`config.mk`:
```
export PLATFORM = sky130hd
export DESIGN_NAME = dual_pulse_channel_with_sweep
export DESIGN_NICKNAME = d
export VERILOG_FILES = /design/src/rtl/dpcs_pkg.sv /design/src/rtl/dpcs_chan.sv /design/src/rtl/dual_pulse_channel_with_sweep.sv
export SDC_FILE = /design/constraint.sdc
export NUM_CORES = 1
export LEC_CHECK = 0
export BUFFER_PORTS_ARGS = -buffer_cell sky130_fd_sc_hd__buf_2
export CORE_UTILIZATION = 35
export DETAILED_ROUTE_END_ITERATION = 8
export GPL_TIMING_DRIVEN = 0
export HOLD_SLACK_MARGIN = 0.1
export PLACE_DENSITY_LB_ADDON = 0.3
export SYNTH_ARGS = -nofsm -noshare
export SYNTH_HDL_FRONTEND = slang
export SYNTH_SLANG_ARGS = --single-unit
```
`constraint.sdc`:
```
create_clock -name i_clk -period 5.6 [get_ports i_clk]
set_clock_uncertainty 0.05 [all_clocks]
set_input_delay 1.12 -clock i_clk [delete_from_list [all_inputs] [get_ports i_clk]]
set_output_delay 1.12 -clock i_clk [all_outputs]
set_load 0.1 [all_outputs]
```
`src/rtl/dpcs_pkg.sv`:
```
// Shared types and constants for the dual pulse channel block.
// No dependencies; imported by dpcs_chan and dual_pulse_channel_with_sweep.
`default_nettype none

package dpcs_pkg;

    localparam int PERIOD_WIDTH = 11;   // timer period width, 11 to 16
    localparam int FIELD_PERIOD_W = 11; // width of the period field on the port
    localparam int MIN_PERIOD = 8;
    localparam int CFG_DATA_W = 8;
    localparam int CFG_INDEX_W = 3;

    typedef enum logic [1:0] {
        OP_TICK  = 2'd0,
        OP_SWEEP = 2'd1,
        OP_WRITE = 2'd2,
        OP_NONE  = 2'd3
    } t_op;

    typedef enum logic [CFG_INDEX_W-1:0] {
        REG_DUTY_A  = 3'd0,
        REG_VOLUME_A = 3'd1,
        REG_SWEEP_A = 3'd2,
        REG_DUTY_B  = 3'd3,
        REG_VOLUME_B = 3'd4,
        REG_SWEEP_B = 3'd5,
        REG_ENABLE  = 3'd6,
        REG_SPARE   = 3'd7
    } t_reg_index;

    // Standard 8-step duty patterns, bit n is step n
    localparam logic [7:0] DUTY_TABLE [4] = '{8'h02, 8'h06, 8'h1E, 8'hF9};

    // What one channel does with the transaction now leaving the input register
    typedef struct packed {
        logic                      tick;
        logic                      sweep;
        logic                      write;
        logic [FIELD_PERIOD_W-1:0] new_period;
        logic                      restart;
    } t_chan_cmd;

    typedef struct packed {
        logic [1:0] duty;
        logic [3:0] volume;
        logic [7:0] sweep;     // enable, divider period[3], negate, shift[3]
        logic       enable;
        logic       extra_one; // ones' complement negate (channel A)
    } t_chan_cfg;

endpackage

`default_nettype wire

```
`src/rtl/dpcs_chan.sv`:
```
// One pulse channel: period, countdown, duty step and sweep divider state,
// with the next-state update and the level of the updated state. Uses dpcs_pkg.
`default_nettype none

module dpcs_chan (
    input  wire logic                i_clk,
    input  wire logic                i_rst_n,
    input  wire logic                i_advance,
    input  wire dpcs_pkg::t_chan_cmd i_cmd,
    input  wire dpcs_pkg::t_chan_cfg i_cfg,
    output logic [3:0]               o_level_next
);
    import dpcs_pkg::*;

    localparam logic [PERIOD_WIDTH-1:0] MIN_P = PERIOD_WIDTH'(MIN_PERIOD);
    localparam logic [PERIOD_WIDTH-1:0] MAX_P = {PERIOD_WIDTH{1'b1}};

    logic [PERIOD_WIDTH-1:0] r_period, n_period;
    logic [PERIOD_WIDTH-1:0] r_countdown, n_countdown;
    logic [2:0]              r_step, n_step;
    logic [2:0]              r_divider, n_divider;

    logic [PERIOD_WIDTH-1:0] change;
    logic [PERIOD_WIDTH:0]   sum;
    logic [PERIOD_WIDTH:0]   diff;
    logic                    sweep_hit;
    logic [7:0]              pattern;

    always_comb begin
        n_period    = r_period;
        n_countdown = r_countdown;
        n_step      = r_step;
        n_divider   = r_divider;

        change    = r_period >> i_cfg.sweep[2:0];
        sum       = {1'b0, r_period} + {1'b0, change};
        diff      = {1'b0, r_period} - {1'b0, change} - {{PERIOD_WIDTH{1'b0}}, i_cfg.extra_one};
        sweep_hit = (r_divider == 3'd0) && i_cfg.sweep[7] && (r_period > MIN_P);

        if (i_cmd.tick) begin
            if (r_period >= MIN_P && i_cfg.enable) begin
                if (r_countdown != '0) begin
                    n_countdown = r_countdown - 1'b1;
                end else begin
                    n_countdown = r_period;
                    n_step      = r_step + 3'd1;
                end
            end
        end else if (i_cmd.sweep) begin
            if (sweep_hit) begin
                if (!i_cfg.sweep[3]) begin
                    n_period = sum[PERIOD_WIDTH] ? MAX_P : sum[PERIOD_WIDTH-1:0];
                end else begin
                    // borrow out means the result went negative
                    n_period = diff[PERIOD_WIDTH] ? '0 : diff[PERIOD_WIDTH-1:0];
                end
            end
            n_divider = (r_divider == 3'd0) ? i_cfg.sweep[6:4] : r_divider - 3'd1;
        end else if (i_cmd.write) begin
            n_period = PERIOD_WIDTH'(i_cmd.new_period);
            if (i_cmd.restart) begin
                n_step = 3'd0;
            end
        end
    end

    always_comb begin
        pattern = DUTY_TABLE[i_cfg.duty];
        if (n_period < MIN_P) begin
            o_level_next = 4'd0;
        end else begin
            o_level_next = pattern[n_step] ? i_cfg.volume : 4'd0;
        end
    end

    always_ff @(posedge i_clk) begin
        if (!i_rst_n) begin
            r_period    <= '0;
            r_countdown <= '0;
            r_step      <= '0;
            r_divider   <= '0;
        end else if (i_advance) begin
            r_period    <= n_period;
            r_countdown <= n_countdown;
            r_step      <= n_step;
            r_divider   <= n_divider;
        end
    end

endmodule

`default_nettype wire

```
`src/rtl/dual_pulse_channel_with_sweep.sv`:
```
// Two square-wave channels with frequency sweep: one transaction per clock while
// the output is not stalled, the result offered once it passes the input register
// and the channel update into the result register. Throughput is set only by the
// output handshake: the input register refills in the same cycle its transaction moves
// on, so with i_out_ready held high a tick, sweep or period write is taken every clock.
// Configuration registers sit on a plain write port; the user must write them only while idle.
// The block itself does not enforce this. Top level; uses dpcs_pkg and dpcs_chan.
`default_nettype none

module dual_pulse_channel_with_sweep (
    input  wire logic                                 i_clk,
    input  wire logic                                 i_rst_n,
    input  wire logic                                 i_cfg_wr_en,
    input  wire logic [dpcs_pkg::CFG_INDEX_W-1:0]     i_cfg_index,
    input  wire logic [dpcs_pkg::CFG_DATA_W-1:0]      i_cfg_data,
    input  wire logic                                 i_in_valid,
    output logic                                      o_in_ready,
    input  wire logic [1:0]                           i_operation,
    input  wire logic                                 i_target_channel,
    input  wire logic [dpcs_pkg::FIELD_PERIOD_W-1:0]  i_new_period,
    input  wire logic                                 i_restart_step,
    output logic                                      o_out_valid,
    input  wire logic                                 i_out_ready,
    output logic [3:0]                                o_level_a,
    output logic [3:0]                                o_level_b
);
    import dpcs_pkg::*;

    // configuration
    logic [1:0] r_duty_a, r_duty_b;
    logic [3:0] r_volume_a, r_volume_b;
    logic [7:0] r_sweep_a, r_sweep_b;
    logic [1:0] r_enable;

    always_ff @(posedge i_clk) begin
        if (!i_rst_n) begin
            r_duty_a   <= '0;
            r_volume_a <= '0;
            r_sweep_a  <= '0;
            r_duty_b   <= '0;
            r_volume_b <= '0;
            r_sweep_b  <= '0;
            r_enable   <= '0;
        end else if (i_cfg_wr_en) begin
            case (t_reg_index'(i_cfg_index))
                REG_DUTY_A:   r_duty_a   <= i_cfg_data[1:0];
                REG_VOLUME_A: r_volume_a <= i_cfg_data[3:0];
                REG_SWEEP_A:  r_sweep_a  <= i_cfg_data;
                REG_DUTY_B:   r_duty_b   <= i_cfg_data[1:0];
                REG_VOLUME_B: r_volume_b <= i_cfg_data[3:0];
                REG_SWEEP_B:  r_sweep_b  <= i_cfg_data;
                REG_ENABLE:   r_enable   <= i_cfg_data[1:0];
                default: ;
            endcase
        end
    end

    // input register
    logic                      r_in_valid;
    t_op                       r_op;
    logic                      r_target;
    logic [FIELD_PERIOD_W-1:0] r_new_period;
    logic                      r_restart;
    logic                      advance;

    // result register
    logic       r_out_valid;
    logic [3:0] r_level_a, r_level_b;
    logic [3:0] level_a_next, level_b_next;

    assign advance    = r_in_valid && (!r_out_valid || i_out_ready);
    assign o_in_ready = !r_in_valid || advance;

    always_ff @(posedge i_clk) begin
        if (!i_rst_n) begin
            r_in_valid <= 1'b0;
        end else if (o_in_ready) begin
            r_in_valid <= i_in_valid;
        end
    end

    always_ff @(posedge i_clk) begin
        if (o_in_ready && i_in_valid) begin
            r_op         <= t_op'(i_operation);
            r_target     <= i_target_channel;
            r_new_period <= i_new_period;
            r_restart    <= i_restart_step;
        end
    end

    t_chan_cmd cmd_a, cmd_b;
    t_chan_cfg cfg_a, cfg_b;

    always_comb begin
        cmd_a.tick       = (r_op == OP_TICK);
        cmd_a.sweep      = (r_op == OP_SWEEP);
        cmd_a.write      = (r_op == OP_WRITE) && !r_target;
        cmd_a.new_period = r_new_period;
        cmd_a.restart    = r_restart;
        cmd_b            = cmd_a;
        cmd_b.write      = (r_op == OP_WRITE) && r_target;

        cfg_a = '{duty: r_duty_a, volume: r_volume_a, sweep: r_sweep_a,
                  enable: r_enable[0], extra_one: 1'b1};
        cfg_b = '{duty: r_duty_b, volume: r_volume_b, sweep: r_sweep_b,
                  enable: r_enable[1], extra_one: 1'b0};
    end

    dpcs_chan u_chan_a (
        .i_clk        (i_clk),
        .i_rst_n      (i_rst_n),
        .i_advance    (advance),
        .i_cmd        (cmd_a),
        .i_cfg        (cfg_a),
        .o_level_next (level_a_next)
    );

    dpcs_chan u_chan_b (
        .i_clk        (i_clk),
        .i_rst_n      (i_rst_n),
        .i_advance    (advance),
        .i_cmd        (cmd_b),
        .i_cfg        (cfg_b),
        .o_level_next (level_b_next)
    );

    always_ff @(posedge i_clk) begin
        if (!i_rst_n) begin
            r_out_valid <= 1'b0;
        end else if (advance) begin
            r_out_valid <= 1'b1;
        end else if (i_out_ready) begin
            r_out_valid <= 1'b0;
        end
    end

    always_ff @(posedge i_clk) begin
        if (advance) begin
            r_level_a <= level_a_next;
            r_level_b <= level_b_next;
        end
    end

    assign o_out_valid = r_out_valid;
    assign o_level_a   = r_level_a;
    assign o_level_b   = r_level_b;

    // a held transaction moves to the result register once it is free
    a_advance_fills_out: assert property (@(posedge i_clk) disable iff (!i_rst_n)
        (r_in_valid && (!r_out_valid || i_out_ready)) |=> o_out_valid)
        else $error("result register not loaded after advance");

    a_stall_means_held: assert property (@(posedge i_clk) disable iff (!i_rst_n)
        !o_in_ready |-> (r_in_valid && r_out_valid && !i_out_ready))
        else $error("input stalled without a blocked transaction");

    a_level_a_is_volume: assert property (@(posedge i_clk) disable iff (!i_rst_n)
        (o_out_valid && o_level_a != 4'd0) |-> (o_level_a == r_volume_a))
        else $error("channel A level differs from its volume");

    a_level_b_is_volume: assert property (@(posedge i_clk) disable iff (!i_rst_n)
        (o_out_valid && o_level_b != 4'd0) |-> (o_level_b == r_volume_b))
        else $error("channel B level differs from its volume");

endmodule

`default_nettype wire
```
Word level (Yosys, flattened, before mapping)
Cells that the tools add are included.
{ "classes": {"n_addsub": 11, "n_lt_le_gt_ge": 10, "n_eq_ne": 8, "shifts": 2, "muxes": 42, "bitwise_logic": 5, "n_reduce_logical": 34} }
{ "op_table": {"columns": ["op", "count"], "rows": [
  ["11-bit 2-to-1 mux", 16],
  ["3-bit 2-to-1 mux", 14],
  ["8-bit binary-select mux with 2-bit select", 2],
  ["8-bit 2-to-1 mux", 4],
  ["11-bit by 11-bit adder with 12-bit output", 2],
  ["11-bit by 11-bit subtractor with 12-bit output", 2],
  ["11-bit by 4-bit >= comparator with 1-bit output, second input constant", 2],
  ["11-bit by 4-bit greater-than comparator with 1-bit output, second input constant", 2],
  ["11-bit by 4-bit less-than comparator with 1-bit output, second input constant", 2],
  ["11-bit nonzero test", 2],
  ["11-bit by 3-bit right shift with 11-bit output", 2],
  ["11-bit by 1-bit subtractor with 11-bit output, second input constant", 2],
  ["2-bit AND reduction", 7],
  ["12-bit by 1-bit subtractor with 12-bit output, second input constant", 1],
  ["1-bit logical AND", 10],
  ["3-bit == test, second input constant", 3],
  ["3-bit zero test", 3],
  ["3-bit AND reduction", 3],
  ["3-bit by 4-bit less-than comparator with 1-bit output, second input constant", 2],
  ["3-bit by 1-bit adder with 3-bit output, second input constant", 2],
  ["1-bit binary-select mux with 3-bit select", 2],
  ["3-bit by 2-bit == test with 1-bit output, second input constant", 2],
  ["3-bit >= comparator, second input constant", 2],
  ["2-bit NOT with 3-bit output", 2],
  ["other kinds (11)", 21]
]} }
{ "totals": {"register_bits": 111, "inputBits": 31, "out_inout_bits": 10, "word_cells": 135} }

Logic depth before layout (Yosys ltp)
{ "depth": {"word_depth": 10, "mapped_depth": 18, "depth_no_buf": 17} }

Hierarchy
Synthesis repeated with hierarchy kept, for this count alone.
{ "hier_totals": {"hier_cells": 1201, "hier_area_um2": 9511.6} }
{ "modules_own_cells": {"columns": ["mod", "instances", "cells_per_inst", "area_per_inst_um2"], "rows": [
  ["dpcs_chan at u_chan_a", 1, 520, 3799.9],
  ["dpcs_chan at u_chan_b", 1, 530, 3736.1],
  ["dual_pulse_channel_with_sweep", 1, 151, 1975.6]
]} }

Worst setup path before layout
No wires, ideal clock.
{ "synth_path": {"path_kind": "reg2reg", "from": "register r_sweep_b[1]", "to": "register r_level_b[0] (netlist: o_level_b[0]), data pin", "setup_time_ns": 0.277, "arrival_time_ns": 3.780, "setup_slack_ns": 1.493, "stages_incl_launch_ff": 15, "path_buffers": 2, "synth_period_minus_slack_ns": 4.107, "cell_sequence": "dfxtp_1 > clkbuf_1 > clkbuf_1 > mux4_2 > o21ai_0 > inv_1 > fa_1 > nand2b_1 > a21o_1 > a2111oi_2 > nor2_1 > a221o_1 > nand4bb_1 > a2111oi_2 > a31oi_1"} }
{ "synth_between": {"elab_chain_cells": 9, "elab_cells_between_ends": 11} }
{ "synth_lines": {"columns": ["element", "line", "rtl"], "rows": [
  ["start, declared", "dual_pulse_channel_with_sweep.sv:32", "logic [7:0] r_sweep_a, r_sweep_b;"],
  ["start signal, assigned", "dual_pulse_channel_with_sweep.sv:51", "REG_SWEEP_B: r_sweep_b <= i_cfg_data;"],
  ["11-bit by 3-bit right shift with 11-bit output *", "dpcs_chan.sv:35", "change = r_period >> i_cfg.sweep[2:0];"],
  ["11-bit by 11-bit adder with 12-bit output or 11-bit by 11-bit subtractor with 12-bit output (tied branches)", "dpcs_chan.sv:36, dpcs_chan.sv:37", null],
  ["11-bit 2-to-1 mux, on equally long branches", "dpcs_chan.sv:52, dpcs_chan.sv:55", null],
  ["11-bit 2-to-1 mux *", "dpcs_chan.sv:51", "if (!i_cfg.sweep[3]) begin"],
  ["11-bit 2-to-1 mux *", "dpcs_chan.sv:50", "if (sweep_hit) begin"],
  ["11-bit 2-to-1 mux *", "dpcs_chan.sv:49", "end else if (i_cmd.sweep) begin"],
  ["11-bit 2-to-1 mux *", "dpcs_chan.sv:40", "if (i_cmd.tick) begin"],
  ["11-bit by 4-bit less-than comparator with 1-bit output *", "dpcs_chan.sv:69", "if (n_period < MIN_P) begin"],
  ["2-bit OR reduction (no line) *", null, null],
  ["end signal, assigned", "dual_pulse_channel_with_sweep.sv:140", "r_level_b <= level_b_next;"],
  ["end, declared", "dual_pulse_channel_with_sweep.sv:68", "logic [3:0] r_level_a, r_level_b;"]
]} }
Mark *: on every way between the ends. The rest lies on a longest branch, timed or not.
A chain may end at the register's enable or synchronous reset.

Final worst setup path
{ "layout_path": {"from": "register u_chan_b.r_period[5]", "to": "register r_level_b[3] (netlist: o_level_b[3]), data pin"} }
{ "layout_between": {"elab_chain_cells": 9, "elab_cells_between_ends": 21} }
{ "layout_lines": {"columns": ["element", "line", "rtl"], "rows": [
  ["start, declared", "dpcs_chan.sv:18", "logic [PERIOD_WIDTH-1:0] r_period, n_period;"],
  ["start signal, assigned", "dpcs_chan.sv:83", "r_period <= n_period;"],
  ["11-bit by 3-bit right shift with 11-bit output", "dpcs_chan.sv:35", null],
  ["11-bit by 11-bit adder with 12-bit output or 11-bit by 11-bit subtractor with 12-bit output (tied branches)", "dpcs_chan.sv:36, dpcs_chan.sv:37", null],
  ["11-bit 2-to-1 mux, on equally long branches", "dpcs_chan.sv:52, dpcs_chan.sv:55", null],
  ["11-bit 2-to-1 mux", "dpcs_chan.sv:51", null],
  ["11-bit 2-to-1 mux", "dpcs_chan.sv:50", null],
  ["11-bit 2-to-1 mux", "dpcs_chan.sv:49", null],
  ["11-bit 2-to-1 mux", "dpcs_chan.sv:40", null],
  ["11-bit by 4-bit less-than comparator with 1-bit output", "dpcs_chan.sv:69", null],
  ["2-bit OR reduction (no line) *", null, null]
]} }
Mark *: on every way between the ends. The rest lies on a longest branch, timed or not. The select of a mux whose other input is x is not followed.

==> out/summary.txt <==
YS warnings = 0
Dominant synthesized flop cell = dfxtp_1
Number of I/O pins = 41
LEAKAGE = 3.87 nW
Min Tclk post-route = 5.25 ns
First-pass DRT Iterations = 6
Setup CP Type = reg2reg
CP max stage delay = 0.66 ns
Cell mode on critical path = mux2_2
Top cell type's share of synthesized area = 0.193
Slew HR = 0.162
Worst slew pin tran = 1.26 ns
Filler cells = 2659
Final hold violations = 0
GR Util All Layers = 0.212
CTS Buf Count = 9
CP top delay family = compound AO/OA/AOI/OAI gates
Commonest non-fill, non-tap cell in the layout = nand2_1
Crit path launch type = flop
Hold Crit Class = reg2reg
# clock sinks = 111
Via count = 9034
Max FO, Critical Path = 9
Full die area = 26800 um2
DR iter-0 viols = 818
Synth cell types = 96
Maximum VDD drop = 0.132 mV
First-pass GRT wire length = 44500 um
Most frequent cells in the layout = 130 x nand2_1, 119 x nor2_1, 110 x a21oi_1, 88 x dfxtp_1, 70 x o21ai_0
Register bit count reported by yosys = 111
Row cnt = 58
Total global routing overflow = 0
Overall Power = 1.92 mW
PwrDens = 191 nW/um2
Post-CTS Setup Inserts = 0
Final setup viols = 0
Core Footprint = 25400 um2
H-tree levels = 3
CP arrival = 5.25 ns
NumNets Final = 1323
Synth top area cells = dfxtp_1 19%, ha_1 8.2%, edfxtp_1 7.5%
Via-to-Cell Ratio = 5.78
Largest net degree at the start of global routing = 21
Area Growth Syn to Fin = 9.84%
Number of remaining DRC errors = 0
Die Span Y = 164 um
Max_cap viols = 0
Overall die width = 164 um
Antenna violations before repair = 0
Leading area contributor after synthesis = dfxtp_1
# port buffers = 39
Setup TNS = 0 ns
Clock Path Buffers = 2
CTS Root Cell = clkbuf_16
Cells along the critical path = clkbuf_1 > mux2_2 > nor2_1 > a21oi_1 > mux2_2 > ha_1 > inv_1 > fa_1 > or2_2 > a211oi_1 > o21ai_0 > and3_1 > nor4_1 > o31ai_1 > a2111oi_2 > a31oi_1
Max Slew Vio Count = 0
Synth async-reset ratio = 0
Routed wire length per instance = 18.2 um
Initial core utilization = 0.360
CP max stage cell = a2111oi_2
Critical Path End Type = flop
Syn_nets = 1273
Status = completed
ANT nets after route = 0
Gate Count Post-Synth = 1178
EDFF count, synth = 23
Final WL = 28500 um
Detail Placement HPWL = 21800 um
Tcrit/Tclk final = 0.937
Syn Area/Cell = 7.77 um2
Synth Cell Area = 9150 um2
Max frequency = 0.191 GHz
Ant. Diodes = 0
CTS tree = yes
Clock latency on the worst-skew pair = 0.36 ns
RSZ-0062 raised after global routing = false
Post-synthesis sequential area ratio = 0.268
Ratio of cells with drive above 1 in the final layout = 0.0925
Vias in the first global route = 8094
Worst Path Required = 5.61 ns
Clock-pin slew on the worst setup and hold paths = 0.08 ns
Buf+Inv Stages, Crit Path = 2
Final GP Congestion = 0.911
==> worst paths after layout <==
| path | from | end | slack, ns | depth (start not counted) |
|---|---|---|---|---|
| max | u_chan_b.r_period[5] | o_level_b[3] | 0.35 | 16 |
| max reg2reg | u_chan_b.r_period[5] | o_level_b[3] | 0.35 | 16 |
| min | r_sweep_b[5] | r_sweep_b[5] | 0.41 | 2 |
| min reg2reg | r_sweep_b[5] | r_sweep_b[5] | 0.41 | 2 |
==> through the flow <==
stage | instance area, um2 | util | worst slack [ns] | std cells | hold slack (ns)
after global routing | 10100 | 0.396 | 0.112 | 1563 | 0.442
after detailed placement | 9760 | 0.384 | 0.375 | 1547 | 0.400
after floorplan | 9150 | - | 1.49 | 1178 | 0.386
final | 10100 | 0.396 | 0.352 | 1563 | 0.410
after global placement | 9760 | 0.384 | 0.365 | 1547 | 0.398
after CTS | 10100 | 0.396 | 0.358 | 1563 | 0.412
==> layout make-up <==
cell class | instances | area (um2) | area share
inverters | 66 | 248 | 0.0246
well taps | 330 | 413 | 0.0411
plain buffers | 58 | 250 | 0.0249
clock inverters | 6 | 62.6 | 0.00622
repair buffers | 39 | 195 | 0.0194
multi-input cells | 943 | 6200 | 0.617
flip-flops and latches | 111 | 2450 | 0.244
clock buffers | 10 | 229 | 0.0228
==> cell usage after synthesis, types with 11 or more instances <==
library cell and n:
o211ai_1 11, ha_1 60, nor3_1 32, a211oi_1 23, nand3_1 24, inv_1 63, o21ai_0 70, nor2_1 119
mux2i_1 40, clkbuf_1 42, edfxtp_1 23, o31ai_1 12, a21oi_1 110, nand2b_1 26, a31oi_1 19, nor2b_1 17
or3_1 12, and2_1 11, dfxtp_1 88, o22ai_1 13, nand2_1 130
==> worst min-delay path, stage by stage, from the launching register on <==
cell and delay [ns]:
dfxtp_1 0.31, nand2_1 0.05, a21oi_1 0.05
==> state kept, by name (all words and copies together) (netlist names), 4 cells and up <==
signal	count
r_sweep_b	8
u_chan_b.r_countdown	11
r_volume_b	4
r_sweep_a	8
r_volume_a	4
u_chan_a.r_period	11
r_new_period	11
u_chan_a.r_countdown	11
u_chan_b.r_period	11
o_level_b	4
o_level_a	4
==> per-layer routing <==
| metal | wire length [um] | vias up | track usage |
|---|---|---|---|
| li1 | - | 4406 | - |
| met2 | 13200 | 277 | 0.351 |
| met4 | 655 | 0 | 0.0661 |
| met1 | 13400 | 4295 | 0.289 |
| met5 | 0 | - | 0 |
| met3 | 1300 | 56 | 0.0207 |
==> kinds of logic after synthesis <==
| logic type | Yosys count | synth area share |
|---|---|---|
| AOI/OAI and AO/OA | 371 | 0.272 |
| xor gates and xnor gates | 17 | 0.0163 |
| adders and majority gates | 64 | 0.0908 |
| buffers and inverters | 124 | 0.0543 |
| DFF | 111 | 0.268 |
| muxes | 50 | 0.0597 |
| and+or+nand+nor | 441 | 0.238 |
==> repair_timing <==
| action | 4_1_cts | 5_1_grt |
|---|---|---|
| resized for setup | 0 | 2 |
| hold buffers | 0 | 0 |
| endpoints found under the setup margin | 0 | 3 |
==> power by group <==
group          internal [mW]  total, mW  switching, mW
combinational          0.138      0.407          0.268
sequential             0.836      0.862         0.0262
clock                  0.315      0.652          0.337
total                   1.29       1.92          0.632
Power figures use the tool's default switching activity.
